[src/sliding_dft_single_bin_defines.svh]
// assertion macros shared by the rtl
`ifndef SLIDING_DFT_SINGLE_BIN_DEFINES_SVH
`define SLIDING_DFT_SINGLE_BIN_DEFINES_SVH

// same-cycle implication
`define SDFT_ASSERT_NOW(label, ante, cons, msg) \
   label: assert property (@(posedge clock) disable iff (reset) (ante) |-> (cons)) \
      else $error(msg);

// next-cycle implication
`define SDFT_ASSERT_NEXT(label, ante, cons, msg) \
   label: assert property (@(posedge clock) disable iff (reset) (ante) |=> (cons)) \
      else $error(msg);

`endif

[src/sdft_pkg.sv]
package sdft_pkg;

   localparam int SDFT_LENGTH = 256;

   localparam int SAMPLE_W = 16;
   localparam int TW_W     = 16;
   localparam int SCALE_W  = 16;
   localparam int OUT_W    = 18;
   localparam int ACC_W    = 40;
   localparam int TW_FRAC  = 15;
   localparam int SC_FRAC  = 16;

   // accumulator split into signed high part and unsigned low part
   localparam int ACC_LO_W = 16;
   localparam int MA_W     = ACC_W - ACC_LO_W + 1;
   localparam int MB_W     = TW_W + 1;
   localparam int PROD_W   = MA_W + MB_W;
   localparam int SUM_W    = PROD_W + ACC_LO_W;
   localparam int Y_W      = SUM_W - SC_FRAC;

   localparam int CSR_IDX_W  = 2;
   localparam int CSR_DATA_W = 16;

   localparam logic [CSR_IDX_W-1:0] CSR_TWIDDLE_REAL = 2'd0;
   localparam logic [CSR_IDX_W-1:0] CSR_TWIDDLE_IMAG = 2'd1;
   localparam logic [CSR_IDX_W-1:0] CSR_OUTPUT_SCALE = 2'd2;

   localparam logic signed [TW_W-1:0] TW_RE_RESET = 16'sh7fff;
   localparam logic signed [TW_W-1:0] TW_IM_RESET = 16'sh0000;
   localparam logic [SCALE_W-1:0]     SCALE_RESET = 16'd512;

   typedef enum logic [1:0] {
      A_RE_LO,
      A_RE_HI,
      A_IM_LO,
      A_IM_HI
   } a_sel_type;

   typedef enum logic [1:0] {
      B_TR,
      B_TI,
      B_SCALE
   } b_sel_type;

   typedef struct packed {
      a_sel_type a_sel;
      b_sel_type b_sel;
      logic      hi;
      logic      neg;
      logic      first;
      logic      dst_im;
   } mul_op_type;

   typedef struct packed {
      logic       accept;
      logic       mul_en;
      mul_op_type mul;
      logic       update;
      logic       load_out;
   } dp_cmd_type;

   typedef struct packed {
      logic out_free;
      logic busy;
   } dp_status_type;

endpackage

[src/sdft_ctrl.sv]
`include "sliding_dft_single_bin_defines.svh"

module sdft_ctrl (
   input  logic                  clock,
   input  logic                  reset,
   input  logic                  req_valid,
   output logic                  req_ready,
   input  sdft_pkg::dp_status_type status,
   output sdft_pkg::dp_cmd_type  cmd
);
   import sdft_pkg::*;

   typedef enum logic [6:0] {
      ST_IDLE   = 7'b0000001,
      ST_MAC    = 7'b0000010,
      ST_DRAIN  = 7'b0000100,
      ST_UPDATE = 7'b0001000,
      ST_SCALE  = 7'b0010000,
      ST_FLUSH  = 7'b0100000,
      ST_RESULT = 7'b1000000
   } state_type;

   localparam logic [2:0] MAC_LAST   = 3'd7;
   localparam logic [2:0] SCALE_LAST = 3'd3;

   state_type  state_ff;
   state_type  state_in;
   logic [2:0] cnt_ff;
   logic [2:0] cnt_in;

   // twiddle product: real then imag, four partial products each
   function automatic mul_op_type mac_op(input logic [2:0] step);
      mul_op_type op;
      case (step)
         3'd0: op = '{a_sel: A_RE_LO, b_sel: B_TR, hi: 1'b0, neg: 1'b0, first: 1'b1,
                      dst_im: 1'b0};
         3'd1: op = '{a_sel: A_RE_HI, b_sel: B_TR, hi: 1'b1, neg: 1'b0, first: 1'b0,
                      dst_im: 1'b0};
         3'd2: op = '{a_sel: A_IM_LO, b_sel: B_TI, hi: 1'b0, neg: 1'b1, first: 1'b0,
                      dst_im: 1'b0};
         3'd3: op = '{a_sel: A_IM_HI, b_sel: B_TI, hi: 1'b1, neg: 1'b1, first: 1'b0,
                      dst_im: 1'b0};
         3'd4: op = '{a_sel: A_RE_LO, b_sel: B_TI, hi: 1'b0, neg: 1'b0, first: 1'b1,
                      dst_im: 1'b1};
         3'd5: op = '{a_sel: A_RE_HI, b_sel: B_TI, hi: 1'b1, neg: 1'b0, first: 1'b0,
                      dst_im: 1'b1};
         3'd6: op = '{a_sel: A_IM_LO, b_sel: B_TR, hi: 1'b0, neg: 1'b0, first: 1'b0,
                      dst_im: 1'b1};
         default: op = '{a_sel: A_IM_HI, b_sel: B_TR, hi: 1'b1, neg: 1'b0, first: 1'b0,
                         dst_im: 1'b1};
      endcase
      return op;
   endfunction

   // output scaling of the new accumulator
   function automatic mul_op_type scale_op(input logic [1:0] step);
      mul_op_type op;
      case (step)
         2'd0: op = '{a_sel: A_RE_LO, b_sel: B_SCALE, hi: 1'b0, neg: 1'b0, first: 1'b1,
                      dst_im: 1'b0};
         2'd1: op = '{a_sel: A_RE_HI, b_sel: B_SCALE, hi: 1'b1, neg: 1'b0, first: 1'b0,
                      dst_im: 1'b0};
         2'd2: op = '{a_sel: A_IM_LO, b_sel: B_SCALE, hi: 1'b0, neg: 1'b0, first: 1'b1,
                      dst_im: 1'b1};
         default: op = '{a_sel: A_IM_HI, b_sel: B_SCALE, hi: 1'b1, neg: 1'b0, first: 1'b0,
                         dst_im: 1'b1};
      endcase
      return op;
   endfunction

   always_comb begin
      state_in = state_ff;
      cnt_in   = cnt_ff;
      cmd      = '0;
      case (state_ff)
         ST_IDLE: begin
            if (req_valid) begin
               cmd.accept = 1'b1;
               cnt_in     = 3'd0;
               state_in   = ST_MAC;
            end
         end
         ST_MAC: begin
            cmd.mul_en = 1'b1;
            cmd.mul    = mac_op(cnt_ff);
            cnt_in     = cnt_ff + 3'd1;
            if (cnt_ff == MAC_LAST) begin
               state_in = ST_DRAIN;
            end
         end
         ST_DRAIN: begin
            state_in = ST_UPDATE;
         end
         ST_UPDATE: begin
            cmd.update = 1'b1;
            cnt_in     = 3'd0;
            state_in   = ST_SCALE;
         end
         ST_SCALE: begin
            cmd.mul_en = 1'b1;
            cmd.mul    = scale_op(cnt_ff[1:0]);
            cnt_in     = cnt_ff + 3'd1;
            if (cnt_ff == SCALE_LAST) begin
               state_in = ST_FLUSH;
            end
         end
         ST_FLUSH: begin
            state_in = ST_RESULT;
         end
         ST_RESULT: begin
            if (status.out_free) begin
               cmd.load_out = 1'b1;
               state_in     = ST_IDLE;
            end
         end
         default: begin
            state_in = ST_IDLE;
         end
      endcase
   end

   always_ff @(posedge clock) begin
      if (reset) begin
         state_ff <= ST_IDLE;
         cnt_ff   <= 3'd0;
      end else begin
         state_ff <= state_in;
         cnt_ff   <= cnt_in;
      end
   end

   assign req_ready = (state_ff == ST_IDLE);

   `SDFT_ASSERT_NEXT(a_accept_starts_mac, cmd.accept, state_ff == ST_MAC && cnt_ff == 3'd0, "accept did not start mac sequence")
   `SDFT_ASSERT_NEXT(a_mac_ends_drain, state_ff == ST_MAC && cnt_ff == MAC_LAST, state_ff == ST_DRAIN, "mac sequence overran")
   `SDFT_ASSERT_NEXT(a_scale_ends_flush, state_ff == ST_SCALE && cnt_ff == SCALE_LAST, state_ff == ST_FLUSH, "scale sequence overran")
   `SDFT_ASSERT_NOW(a_ready_only_when_quiet, req_ready, !status.busy, "ready while datapath pipeline busy")

endmodule

[config.mk]
export PLATFORM = sky130hd
export DESIGN_NAME = sdft_ctrl
export DESIGN_NICKNAME = d
export VERILOG_FILES = /design/src/sdft_pkg.sv /design/src/sdft_ctrl.sv
export VERILOG_INCLUDE_DIRS = /design/src /design/src/src
export SDC_FILE = /design/constraint.sdc
export NUM_CORES = 1
export LEC_CHECK = 0
export BUFFER_PORTS_ARGS = -buffer_cell sky130_fd_sc_hd__buf_2
export CORE_AREA = 2 2 42 44
export DETAILED_ROUTE_END_ITERATION = 10
export DIE_AREA = 0 0 44 46
export HOLD_SLACK_MARGIN = 0.03
export PLACE_DENSITY_LB_ADDON = 0.15
export SETUP_SLACK_MARGIN = 0.2
export SLEW_MARGIN = 20
export SYNTH_ARGS = -nofsm -noshare
export SYNTH_HDL_FRONTEND = slang
export SYNTH_SLANG_ARGS = --single-unit
[constraint.sdc]
create_clock -name clock -period 4.85 [get_ports clock]
set_input_delay 0 -clock clock [delete_from_list [all_inputs] [get_ports clock]]
set_output_delay 0 -clock clock [all_outputs]
set_load 0.01 [all_outputs]
# After elaboration in Yosys (flattened, before gate mapping)
# Index checks and enable logic that the tools add are counted.
[totals]
regBits = 10
in_bits = 5
out_inout_bits = 13
word_cells = 44
[classes]
add_sub_neg = 1
eq_ne = 20
mux = 15
n_reduce_logical = 6
[op_table]
columns = ["op", "n"]
rows = [
  ["case mux 8 bit (7 select lines)", 1],
  ["case mux 7 bit (7 select lines)", 1],
  ["two-way mux 7 bit", 4],
  ["case mux 8 bit (3 select lines)", 1],
  ["case mux 9 bit (2 select lines)", 1],
  ["== test 3 bit, second input constant", 4],
  ["case mux 3 bit (3 select lines)", 1],
  ["!= test 2 bit, second input constant", 4],
  ["== test 7 x 1 -> 1 bit, second input constant", 1],
  ["== test 7 x 2 -> 1 bit, second input constant", 1],
  ["== test 7 x 3 -> 1 bit, second input constant", 1],
  ["== test 7 x 4 -> 1 bit, second input constant", 1],
  ["== test 7 x 5 -> 1 bit, second input constant", 1],
  ["== test 7 x 6 -> 1 bit, second input constant", 1],
  ["== test 7 bit, second input constant", 1],
  ["== test 3 x 2 -> 1 bit, second input constant", 2],
  ["two-way mux 1 bit", 5],
  ["AND reduction 4 bit", 1],
  ["adder 3 x 1 -> 3 bit, second input constant", 1],
  ["== test 3 x 1 -> 1 bit, second input constant", 1],
  ["logical NOT 3 bit", 1],
  ["two-way mux 3 bit", 1],
  ["nonzero test 3 bit", 1],
  ["== test 2 x 1 -> 1 bit, second input constant", 1],
  ["4 further kinds", 4],
]

# Depth between registers and ports, before layout
# Gate-level depths: netlist of the first run.
[depth]
depth_word = 4
ltp_mapped = 7
depth_no_buf = 6

# Worst setup path after synthesis of the first run
# OpenSTA, ideal clock, no wires.
[synth_timing]
kind = "register -> output"
start = "register cnt_ff[0]"
end = "output port cmd[8] (netlist name)"
t_arrival_ps = 1655
required_ps = 4850
slack_ps = 3195
path_stages_with_launch = 8
path_buffers = 1
path_cell_list = "dfxtp_1 > inv_1 > ha_1 > or3_1 > a211oi_2 > o21ai_0 > nand3_1 > buf_4"
[synth_lines]
columns = ["element", "line", "rtl"]
rows = [
  ["start: declaration", "sdft_ctrl.sv:28", "logic [2:0] cnt_ff;"],
  ["start signal: assignment", "sdft_ctrl.sv:128", "cnt_ff <= cnt_in;"],
  ["end: declaration", "sdft_ctrl.sv:9", "output sdft_pkg::dp_cmd_type cmd"],
]

==> results list, run 1 <==
- Outcome: finished, final reports clean
- The clock reaches the later pin of the worst-skew pair after 0.26 ns.
- Cell leakage power: 0.433 nW
- Count of buffering cells on the critical path with inverters included: 2
- Sequence of cells on the critical path: inv_1 -> ha_1 -> or3_1 -> a211oi_2 -> o21ai_0 -> nand3_1 -> buf_2
- Cells fill 58.8% of the core in the end.
* Clock sink count: 10
- Using the TritonRoute via totals, the vias-per-cell ratio works out to 5.74.
- Fill count: 157
- Number of nets in the finished design: 132
- Total length of routed wires: 1800 um
- On the worst path, the slowest cell contributes a delay of 0.42 ns.
* DRC errors left: 0
- The global routing stage identified its most utilized layer as met2.
- In this run, post-CTS hold repair placed 2 buffers.
- Across the VDD grid, the largest voltage drop is 0.000135 V.
- For this block, the via count after detailed routing is 775.
- Number of nets with antenna violations after detailed routing: 0
- Worst Setup End Kind: output pin
- Synthesis instantiated 35 different standard cells from the library.
- In this run the worst path has a maximum fanout of 5.
- The floorplan has 15 rows.
- Effective utilization at floorplan: 52.0%
- The initial antenna violation count was 0.
- Final weighted congestion in routability-driven placement: 0.847
- CTS H-tree depth: 1
- Wire length per cell: 13.3 um
* Longest Clk Path Bufs: 2
- GRT Util Overall: 19.6%
* Average instance area after synthesis: 8.15 um2
* Wire length of the first global-routing pass: 2920 um
* Leading post-synthesis cells by cell area: sky130_fd_sc_hd__dfxtp_1 (24%), sky130_fd_sc_hd__ha_1 (12%), sky130_fd_sc_hd__nor2_1 (6.7%)
- The multi-input combinational cells in the finished layout cover a total of 568 um2.
- CTS buffer count: 3
* Portion of the post-synthesis area used by sequential elements: 23.8%
- Number of violations of the max-capacitance limit: 0
* Worst hold path startpoint: reset
- After clock tree synthesis, the clock-pin slew on the worst setup and hold paths is 0.06 ns.
* Met1 Use GR: 26.4%
* Critical Path Start Type: flip-flop
- The tree is rooted in a sky130_fd_sc_hd__clkbuf_4.
* Worst-case clock skew: 0.00215 ns
* Achievable frequency: 488 MHz
- Count of placed standard cells in the final layout, fillers left out: 135
- The critical path in this run is classified as flip-flop to output pin.
* Synth warn: 0
- Final worst-path cycle share: 42.3%
- Total Die Area: 2020 um2
* Fraction of met2 tracks used by global routing: 31.8%
- During I/O placement, the number of pins put on the boundary was 18.
- Setup violations remaining at the end of the flow were counted as 0.
- Dividing total power by cell area gives a power density of 234 nW/um2.
- The worst register-to-register path has a depth of 6.
- During placement, the flow inserted port buffers numbering 16.
* Chip Width: 44 um
- In this run the biggest area consumer among cell types represents 23.8% of the synthesized area.
- Met3 usage: 2.38%
* Data arrival time of the critical path: 2.05 ns
- The tightest min-delay check is of the input pin to flip-flop type.
- After floorplanning, the core was sized to cover 1610 um2.
- Setup repair after global routing left no endpoint under its margin.
* Gate family responsible for the most delay along the worst path: compound AO/OA/AOI/OAI gates
* Headroom to the max-slew limit: 73.1%
- Including well taps, the total number of placed cells is 129.
* Final-report max-slew violation count: 0
* Iteration count of the initial detailed-routing pass: 4
- STA puts the critical path data required time at 4.85 ns.
* Die height: 46 um
- In this run, the number of DRC markers left after iteration 0 of detailed routing was 15.
* Synthesis-stage register bit count: 10
* Cell area after synthesis: 840 um2
* Accumulated negative setup slack: 0 ns
* Critical-path cell with the highest stage delay: sky130_fd_sc_hd__dfxtp_1
- sky130_fd_sc_hd__dfxtp_1 takes more of the synthesized area than any other cell.
* Timing startpoint of the critical path: cnt_ff[0]$_SDFFE_PP0P_
- Power comes to 222 uW.
* Sum of overflow across all layers after global routing: 0
- Synthesis produced a netlist with a net count of 116.
- Post-CTS Setup Repair Bufs: 0
* TritonCTS clock tree: yes
- Once the clock tree was built, the resizer swapped 0 gates to a different size.
* Pin count of the biggest net entering global routing: 13
- Source of the worst register-to-register timing path: cnt_ff[0]$_SDFFE_PP0P_
* Gate count after technology mapping: 103
- Area overhead of the layout relative to synthesis: 13.0%
* Total number of cells along the worst setup path: 7
- Hold Violations, Final: 0
- On the final layout, the worst hold slack is 0.0511 ns.
* Detailed placement HPWL: 1370 um
* Number of diodes added for antenna fixing: 0
- The worst hold path was traced through 2 stages.
- Post-layout min period: 2.05 ns
- Pin slew with the least headroom to its limit: 0.403 ns
- Proportion of layout cells with a drive suffix above 1: 24.6%
- Number of global-route vias before repair: 686
- In the final layout, flip-flops and latches occupy 200 um2.
cell type report:
type / count / share of cell area (%)
Clock buffer: 4 / 3.83
Timing Repair Buffer: 18 / 10.6
Multi-Input combinational cell: 80 / 59.9
Tap cell: 17 / 2.24
Sequential cell: 10 / 21.1
Inverter: 6 / 2.37
layout by cell type (no fill, tap or decap), types with 2 or more instances in the layout:
cell and n:
sky130_fd_sc_hd__a21oi_1 2, sky130_fd_sc_hd__dlygate4sd3_1 2, sky130_fd_sc_hd__nor2_1 15, sky130_fd_sc_hd__inv_1 6, sky130_fd_sc_hd__and2_1 3, sky130_fd_sc_hd__clkbuf_4 3
sky130_fd_sc_hd__xor2_1 2, sky130_fd_sc_hd__o22a_1 2, sky130_fd_sc_hd__nand2b_1 3, sky130_fd_sc_hd__o31ai_1 3, sky130_fd_sc_hd__or3_1 3, sky130_fd_sc_hd__a211oi_2 2
sky130_fd_sc_hd__ha_1 8, sky130_fd_sc_hd__buf_2 16, sky130_fd_sc_hd__nor3_1 3, sky130_fd_sc_hd__nand3b_1 2, sky130_fd_sc_hd__and3_1 3, sky130_fd_sc_hd__nand3_1 5
sky130_fd_sc_hd__o22ai_1 2, sky130_fd_sc_hd__nor3_2 2, sky130_fd_sc_hd__nand2_1 7, sky130_fd_sc_hd__a31oi_1 2, sky130_fd_sc_hd__nor4b_2 2, sky130_fd_sc_hd__dfxtp_1 10
power by group:
group	switching [mW]	internal (mW)	leakage, nW
clock	0.0273	0.0455	0.0210
combinational	0.0320	0.0238	0.330
sequential	0.00771	0.0854	0.0811
total	0.0670	0.155	0.433
synth_stat cells:
library cell                number
sky130_fd_sc_hd__and3_1          3
sky130_fd_sc_hd__or3_1           3
sky130_fd_sc_hd__clkbuf_1        1
sky130_fd_sc_hd__nor4_1          1
sky130_fd_sc_hd__o21bai_1        1
sky130_fd_sc_hd__a221oi_2        1
sky130_fd_sc_hd__nand2b_1        3
sky130_fd_sc_hd__nor3_2          2
sky130_fd_sc_hd__o41ai_1         1
sky130_fd_sc_hd__nand3b_1        2
sky130_fd_sc_hd__nand3_1         5
sky130_fd_sc_hd__nor2b_1         1
sky130_fd_sc_hd__nor4_4          1
sky130_fd_sc_hd__o22a_1          2
sky130_fd_sc_hd__nor3_1          3
sky130_fd_sc_hd__a21oi_2         1
sky130_fd_sc_hd__o22ai_1         2
sky130_fd_sc_hd__and2_1          3
sky130_fd_sc_hd__a21oi_1         2
sky130_fd_sc_hd__buf_2           2
sky130_fd_sc_hd__a2bb2oi_1       1
sky130_fd_sc_hd__xor2_1          2
sky130_fd_sc_hd__a211oi_2        2
sky130_fd_sc_hd__a31oi_1         2
sky130_fd_sc_hd__nand2_1         7
sky130_fd_sc_hd__buf_4           1
sky130_fd_sc_hd__buf_6           2
sky130_fd_sc_hd__o21ai_0         1
sky130_fd_sc_hd__nor2_1         15
sky130_fd_sc_hd__nor4b_2         2
sky130_fd_sc_hd__o31ai_1         3
sky130_fd_sc_hd__ha_1            8
sky130_fd_sc_hd__inv_1           6
sky130_fd_sc_hd__clkbuf_2        1
sky130_fd_sc_hd__dfxtp_1        10
flip-flops by register name, summed over array words and instances, names as in the netlist:
signal,count
state_ff,7
cnt_ff,3
through the flow:
stage,instance area (um2),worst slack (ns)
global placement,892,3.15
CTS,948,2.79
global route,948,2.66
floorplan,840,3.19
detailed placement,892,3.08
finish,948,2.80
path summary, 6_finish.rpt:
path | endpoint | slack (ns)
setup / recovery | cmd[5] | 2.80
hold / removal | cnt_ff[0]$_SDFFE_PP0P_ | 0.05
setup reg to reg | state_ff[0]$_SDFFE_PP1P_ | 3.15
hold reg to reg | cnt_ff[0]$_SDFFE_PP0P_ | 0.56
logic make-up after synthesis:
group	share of synthesized area, %
buffers and inverters	8.49
xor gates and xnor gates	2.09
DFF	23.8
adders and majority gates	11.9
and+or+nand+nor	35.3
AOI/OAI and AO/OA	18.3
routing by layer:
metal	vias to the layer above	part of all wire, %
met4	0	0.78
met5	-	0
met2	17	46
met1	359	49
met3	2	4.4
li1	397	-
Note: power is estimated with default switching activity, not from simulation.
==> run 2, diff against run 1 <==
--- a/config.mk
+++ b/config.mk
@@ -7,9 +7,9 @@
 export NUM_CORES = 1
 export LEC_CHECK = 0
 export BUFFER_PORTS_ARGS = -buffer_cell sky130_fd_sc_hd__buf_2
-export CORE_AREA = 2 2 42 44
+export CORE_AREA = 2 2 44 46
 export DETAILED_ROUTE_END_ITERATION = 10
-export DIE_AREA = 0 0 44 46
+export DIE_AREA = 0 0 46 48
 export HOLD_SLACK_MARGIN = 0.03
 export PLACE_DENSITY_LB_ADDON = 0.15
 export SETUP_SLACK_MARGIN = 0.2
==> constraint.sdc (replaced) <==
create_clock -name clock -period 1.9 [get_ports clock]
set_input_delay 0 -clock clock [delete_from_list [all_inputs] [get_ports clock]]
set_output_delay 0 -clock clock [all_outputs]
set_load 0.01 [all_outputs]
==> results list, run 2 (synthesis gave the netlist of run 1 again) <==
* Total length of routed wires: 2080 um (+16%)
- In this run the worst hold path is classified as input pin to flip-flop.
* CTS H-tree depth: 1 (unchanged)
* Cell leakage power: 0.491 nW (+13%)
* Number of nets with antenna violations after detailed routing: 0 (unchanged)
* Endpoints failing setup: 1 (+1)
- The placeable core region came to 1690 um2 (+4.7%).
- The post-CTS clock slew at the launch and capture registers of the worst setup and hold paths is 0.08 ns (+0.02 ns).
* Pin count of the biggest net entering global routing: 13 (unchanged)
* Total Die Area: 2210 um2 (+9.1%)
- The filler cell count is 146 (-7.0%).
- Hold Violations, Final: 0 (unchanged)
- Achievable frequency: 524 MHz
* Final instance area: 1100 um2 (+16%)
* Timing startpoint of the critical path: cnt_ff[1]$_SDFFE_PP0P_
- Number of placed instances with taps included: 129 (unchanged)
* Data arrival time of the critical path: 1.91 ns (-0.14 ns)
- The average routed wire per standard cell came to 14.4 um (+8.5%).
* Post-layout min period: 1.91 ns
- The total half-perimeter wirelength after legalization and detailed placement was 1390 um (+1.3%).
- Area overhead of the layout relative to synthesis: 31.1%
- Crit path kind: flip-flop to output pin
* Chip Width: 46 um (+4.5%)
- STA classifies the critical path startpoint as a flip-flop.
- CTS buffer count: 3 (unchanged)
* Die height: 48 um (+4.3%)
- The data required time of the worst path came to 1.90 ns (-2.95 ns).
* Wire length of the first global-routing pass: 3280 um (+12%)
* Total design power: 607 uW (+170%)
- Initial detailed-routing violation count: 29 (+14)
- Critical-path cell with the highest stage delay: sky130_fd_sc_hd__dfxtp_4
- The startpoint identified for the worst hold timing path is req_valid.
- Maximum vdd ir drop: 0.000459 V (+240%)
- The number of buffer cells added on primary ports came to 16 (unchanged).
* Placement-stage worst setup slack: 0.189 ns (-2.89 ns)
- In the finished design, the share of the clock period the worst path needs comes to 100%.
* Clock latency of the later-clocked register in the worst-skew pair: 0.29 ns (+0.03 ns)
- Walking the worst path, the cells encountered are inv_4 -> ha_4 -> or3_4 -> a211oi_4 -> a21oi_2 -> o22ai_1 -> buf_2.
- Setup repair after global routing could not meet its margin everywhere.
- The total negative slack for setup checks came to -0.00739 ns (-0.00739 ns).
* Final weighted congestion in routability-driven placement: 0.853 (+0.63%)
* Instance area after placement: 892 um2 (unchanged)
- TritonCTS built the clock tree.
- Final design utilization: 65.2% (+6.4 points)
* Iteration count of the initial detailed-routing pass: 4 (unchanged)
- Sum of overflow across all layers after global routing: 0 (unchanged)
* Source of the worst register-to-register timing path: cnt_ff[1]$_SDFFE_PP0P_
* Proportion of layout cells with a drive suffix above 1: 38.6% (+14 points)
- The number of standard cells in the layout, taps in and fillers out was 144 (+6.7%).
- The multi-input logic area came to 624 um2 (+9.9%).
* DRC errors left: 0 (unchanged)
* GRT Util Overall: 21.0% (+1.4 points)
- The tree is rooted in a sky130_fd_sc_hd__clkbuf_4.
- Min setup slack post-route: -0.00739 ns (-2.81 ns)
- Number of nets in the finished design: 141 (+6.8%)
- The headroom to the max-slew limit came to 74.6% (+1.5 points).
- The actual transition at the worst max-transition pin was 0.380 ns (-0.0222 ns).
* Number of diodes added for antenna fixing: 0 (unchanged)
* Longest Clk Path Bufs: 2 (unchanged)
- Worst Setup End Kind: output pin
- Effective utilization at floorplan: 49.7% (-2.3 points)
- In the final layout, the registers with the most flip-flops are state_ff (7), cnt_ff (3).
* Failing checks: setup timing
- Most flop-heavy register: state_ff
- Drt via density: 5.67 (-1.3%)
* Number of global-route vias before repair: 741 (+8.0%)
* Worst Hold Margin: 0.510 ns (+0.459 ns)
- Via count of the routed design: 816 (+5.3%)
- The boundary pin count came to 18 (unchanged).
* Number of antenna violations at the first check in global routing: 0 (unchanged)
* Largest driver fanout on the critical path: 4 (-1)
- Outcome: finished with violations
* Final-report max-slew violation count: 0 (unchanged)
* Max FFs per register: 7 (unchanged)
- FF/Latch Area: 209 um2 (+4.4%)
- Leading cell types in the layout, fill and taps excluded: sky130_fd_sc_hd__nor2_1 (15), sky130_fd_sc_hd__buf_2 (14), sky130_fd_sc_hd__buf_4 (8)
* Number of violations of the max-capacitance limit: 0 (unchanged)
* PwrDens: 551 nW/um2 (+140%)
- The floorplan row count came to 15 (unchanged).
* Most common cell after layout, fill and taps aside: sky130_fd_sc_hd__nor2_1
- Clock sink count: 10 (unchanged)
* Worst-case clock skew: 0.0169 ns (+0.0147 ns)
* Largest incremental delay on the critical path: 0.39 ns (-0.03 ns)
## run 2: cell count changes in the layout (fill, tap and decap cells not counted), sizes merged
| cell | change |
|---|---|
| buf | +8 |
| dlygate4sd3 | +1 |
## run 2: final timing paths
kind	end	slack [ns]	depth (start not counted)
hold / removal	state_ff[1]$_SDFFE_PP0P_	0.51	4
hold reg to reg	state_ff[3]$_SDFFE_PP0P_	0.59	2
setup reg to reg	state_ff[0]$_SDFFE_PP1P_	0.22	7
setup / recovery	cmd[2]	-0.007	7
## run 2: routing by layer
metal | global-route usage, % | vias to the layer above | share of wire [%]
met5 | 0 | - | 0
met4 | 5.14 | 0 | 1.1
met3 | 5.66 | 6 | 4.2
met2 | 35.0 | 20 | 47
met1 | 26.8 | 381 | 48
li1 | - | 409 | -
## run 2: power breakdown
group	internal [mW]	switching [mW]	leakage, nW	total, mW
clock	0.117	0.0883	0.0210	0.205
sequential	0.217	0.0210	0.0830	0.238
combinational	0.0740	0.0896	0.387	0.164
## run 2: critical path, delay by kind of cell (launching register included)
| kind | cells | cell delay [ns] |
|---|---|---|
| adders and majority gates | 1 | 0.15 |
| AOI/OAI and AO/OA | 3 | 0.54 |
| and+or+nand+nor | 1 | 0.34 |
| buffers and inverters | 2 | 0.21 |
| DFF | 1 | 0.39 |
## run 2: what timing repair did
action | in CTS | in global routing
endpoints found under the setup margin | 5 | 12
gates resized for setup | 13 | 9
buffers inserted | 6 | 2
hold buffers | 3 | 0
hold endpoints to repair | 2 | 0
pin swaps | 4 | 6
## run 2: final cells by class
type	instances	area share [%]
multi-input combinational	80	56.7
sequential	10	19.0
timing repair buffer	27	16.6
clock buffer	4	3.30
inverter	6	2.50
tap	17	1.93
==> run 3, diff against run 2 <==
--- a/config.mk
+++ b/config.mk
@@ -13,6 +13,7 @@
 export HOLD_SLACK_MARGIN = 0.03
 export PLACE_DENSITY_LB_ADDON = 0.15
 export SETUP_SLACK_MARGIN = 0.2
+export SKIP_CTS_REPAIR_TIMING = 1
 export SLEW_MARGIN = 20
 export SYNTH_ARGS = -nofsm -noshare
 export SYNTH_HDL_FRONTEND = slang
==> results list, run 3 (synthesis gave the netlist of run 1 again) <==
* Outcome: finished, final reports clean
- Number of diodes added for antenna fixing: 0 (unchanged)
* Leading cell types in the layout, fill and taps excluded: sky130_fd_sc_hd__nor2_1 (15), sky130_fd_sc_hd__buf_2 (14), sky130_fd_sc_hd__dfxtp_1 (8)
- Placement Rows: 15 (unchanged)
* Die height: 48 um (unchanged)
- Instance area after placement: 892 um2 (unchanged)
- The largest registers in the layout are state_ff (7), cnt_ff (3).
- The worst ir drop on vdd was 0.000458 V (-0.17%).
- Longest Clk Path Bufs: 2 (unchanged)
- Number of antenna violations at the first check in global routing: 0 (unchanged)
- Number of nets in the finished design: 134 (-5.0%)
* Count of buffering cells on the critical path with inverters included: 2 (unchanged)
- The post-CTS clock slew at the launch and capture registers of the worst setup and hold paths was 0.08 ns (about the same).
- The floorplan die area is 2210 um2 (unchanged).
- Largest incremental delay on the critical path: 0.39 ns (about the same)
- Final-report max-slew violation count: 0 (unchanged)
- DRC errors left: 0 (unchanged)
- The via count of the first global-routing pass is 663 (-11%).
- The number of sinks handled by clock tree synthesis came to 10 (unchanged).
* Wire length per cell: 14.4 um (-0.30%)
* Headroom to the max-slew limit: 70.7% (-3.9 points)
* Total length of routed wires: 1970 um (-5.1%)
- The flip-flop count of the largest register after layout is 7 (unchanged).
* Worst Path Required: 1.90 ns (about the same)
- The worst setup path is captured at an output pin.
- The power density over the cells was 573 nW/um2 (+4.1%).
- The vias per cell came to 5.82 (+2.7%).
* Unrepaired setup endpoints after global routing: true
- The reported max-cap violation count is 0 (unchanged).
- Detailed placement HPWL: 1390 um (unchanged)
- Sum of overflow across all layers after global routing: 0 (unchanged)
* Critical-path cell with the highest stage delay: sky130_fd_sc_hd__dfxtp_4
- Hold Violations, Final: 0 (unchanged)
* Via count of the routed design: 797 (-2.3%)
* Cell leakage power: 0.455 nW (-7.2%)
* Number of top-level pins: 18 (unchanged)
- Wire length of the first global-routing pass: 2900 um (-12%)
* Port Buf Inserts: 16 (unchanged)
* CTS H-tree depth: 1 (unchanged)
- Gate family responsible for the most delay along the worst path: compound AO/OA/AOI/OAI gates
- The actual transition at the worst max-transition pin is 0.438 ns (+0.0580 ns).
* Root buffer cell: sky130_fd_sc_hd__clkbuf_4
- The post-route core utilization is 61.3% (-3.9 points).
- The TritonCTS buffer count is 3 (unchanged).
* Data arrival time of the critical path: 1.89 ns (-0.02 ns)
- The proportion of layout cells with a drive suffix above 1 was 34.2% (-4.4 points).
- Final weighted congestion in routability-driven placement: 0.853 (unchanged)
* Area overhead of the layout relative to synthesis: 23.4%
- The path class of the tightest hold or removal check is input pin to flip-flop.
- Critical Path Start Type: flip-flop
- Initial detailed-routing violation count: 23 (-21%)
- Final instance area: 1040 um2 (-5.9%)
- The final setup violation count was 0 (-1).
- The register with the most flip-flops in the final layout is state_ff.
* Achievable frequency: 529 MHz (+0.92%)
- The time the worst path needs with I/O delays and setup is 1.89 ns (-0.0174 ns).
* Most common cell after layout, fill and taps aside: sky130_fd_sc_hd__nor2_1
- The latest clock arrival within the worst-skew pair is 0.29 ns (about the same).
* GRT Util Overall: 18.6% (-2.4 points)
- The critical path is of the flip-flop to output pin type.
- The highest fanout seen on the critical path is 5 (+1).
- Chip Width: 46 um (unchanged)
* Pin count of the biggest net entering global routing: 13 (unchanged)
* Iteration count of the initial detailed-routing pass: 4 (unchanged)
* Worst-case clock skew: 0.0172 ns (+0.000338 ns)
* Final worst-path cycle share: 99.5% (-0.91 points)
- Core region area: 1690 um2 (unchanged)
* Number of nets with antenna violations after detailed routing: 0 (unchanged)
* Effective utilization at floorplan: 49.7% (unchanged)
- TritonCTS built the clock tree.
* Sequence of cells on the critical path: inv_4 -> ha_4 -> or3_4 -> a211oi_4 -> a21oi_2 -> o22ai_1 -> buf_2
- Total design power: 594 uW (-2.1%)
## run 3: where the power goes
group,switching [mW],internal (mW),total [mW]
combinational,0.0862,0.0669,0.153
sequential,0.0211,0.216,0.237
clock,0.0868,0.117,0.203
## run 3: metrics by stage
step	setup TNS (ns)	setup slack [ns]	instances	hold WS, ns
floorplan	0	0.245	103	0.0778
global placement	0	0.221	129	0.266
detailed placement	0	0.189	129	0.278
CTS	-0.460	-0.122	133	-0.0237
global route	-0.0442	-0.0442	137	0.0590
finish	0	0.00998	137	0.0380
## run 3: path summary, 6_finish.rpt
check,start,to,slack (ns),cells after the start
max,cnt_ff[0]$_SDFFE_PP0P_,cmd[2],0.01,7
min,reset,state_ff[1]$_SDFFE_PP0P_,0.04,2
max reg2reg,state_ff[1]$_SDFFE_PP0P_,cnt_ff[0]$_SDFFE_PP0P_,0.35,4
min reg2reg,cnt_ff[0]$_SDFFE_PP0P_,cnt_ff[0]$_SDFFE_PP0P_,0.51,1
## run 3: per-layer routing
| layer | routed length (um) | up-vias | GRT usage [%] |
|---|---|---|---|
| met5 | 0 | - | 0 |
| met3 | 109 | 4 | 5.66 |
| li1 | - | 396 | - |
| met2 | 934 | 20 | 29.2 |
| met4 | 17 | 0 | 5.14 |
| met1 | 911 | 377 | 24.7 |
## run 3: final cells by class
cell class              instances  area [um2]
clock buffers                   4        36.3
fillers                       159         653
inverters                       6        25.0
multi-input cells              80         618
flip-flops and latches         10         208
well taps                      17        21.3
repair buffers                 20         128
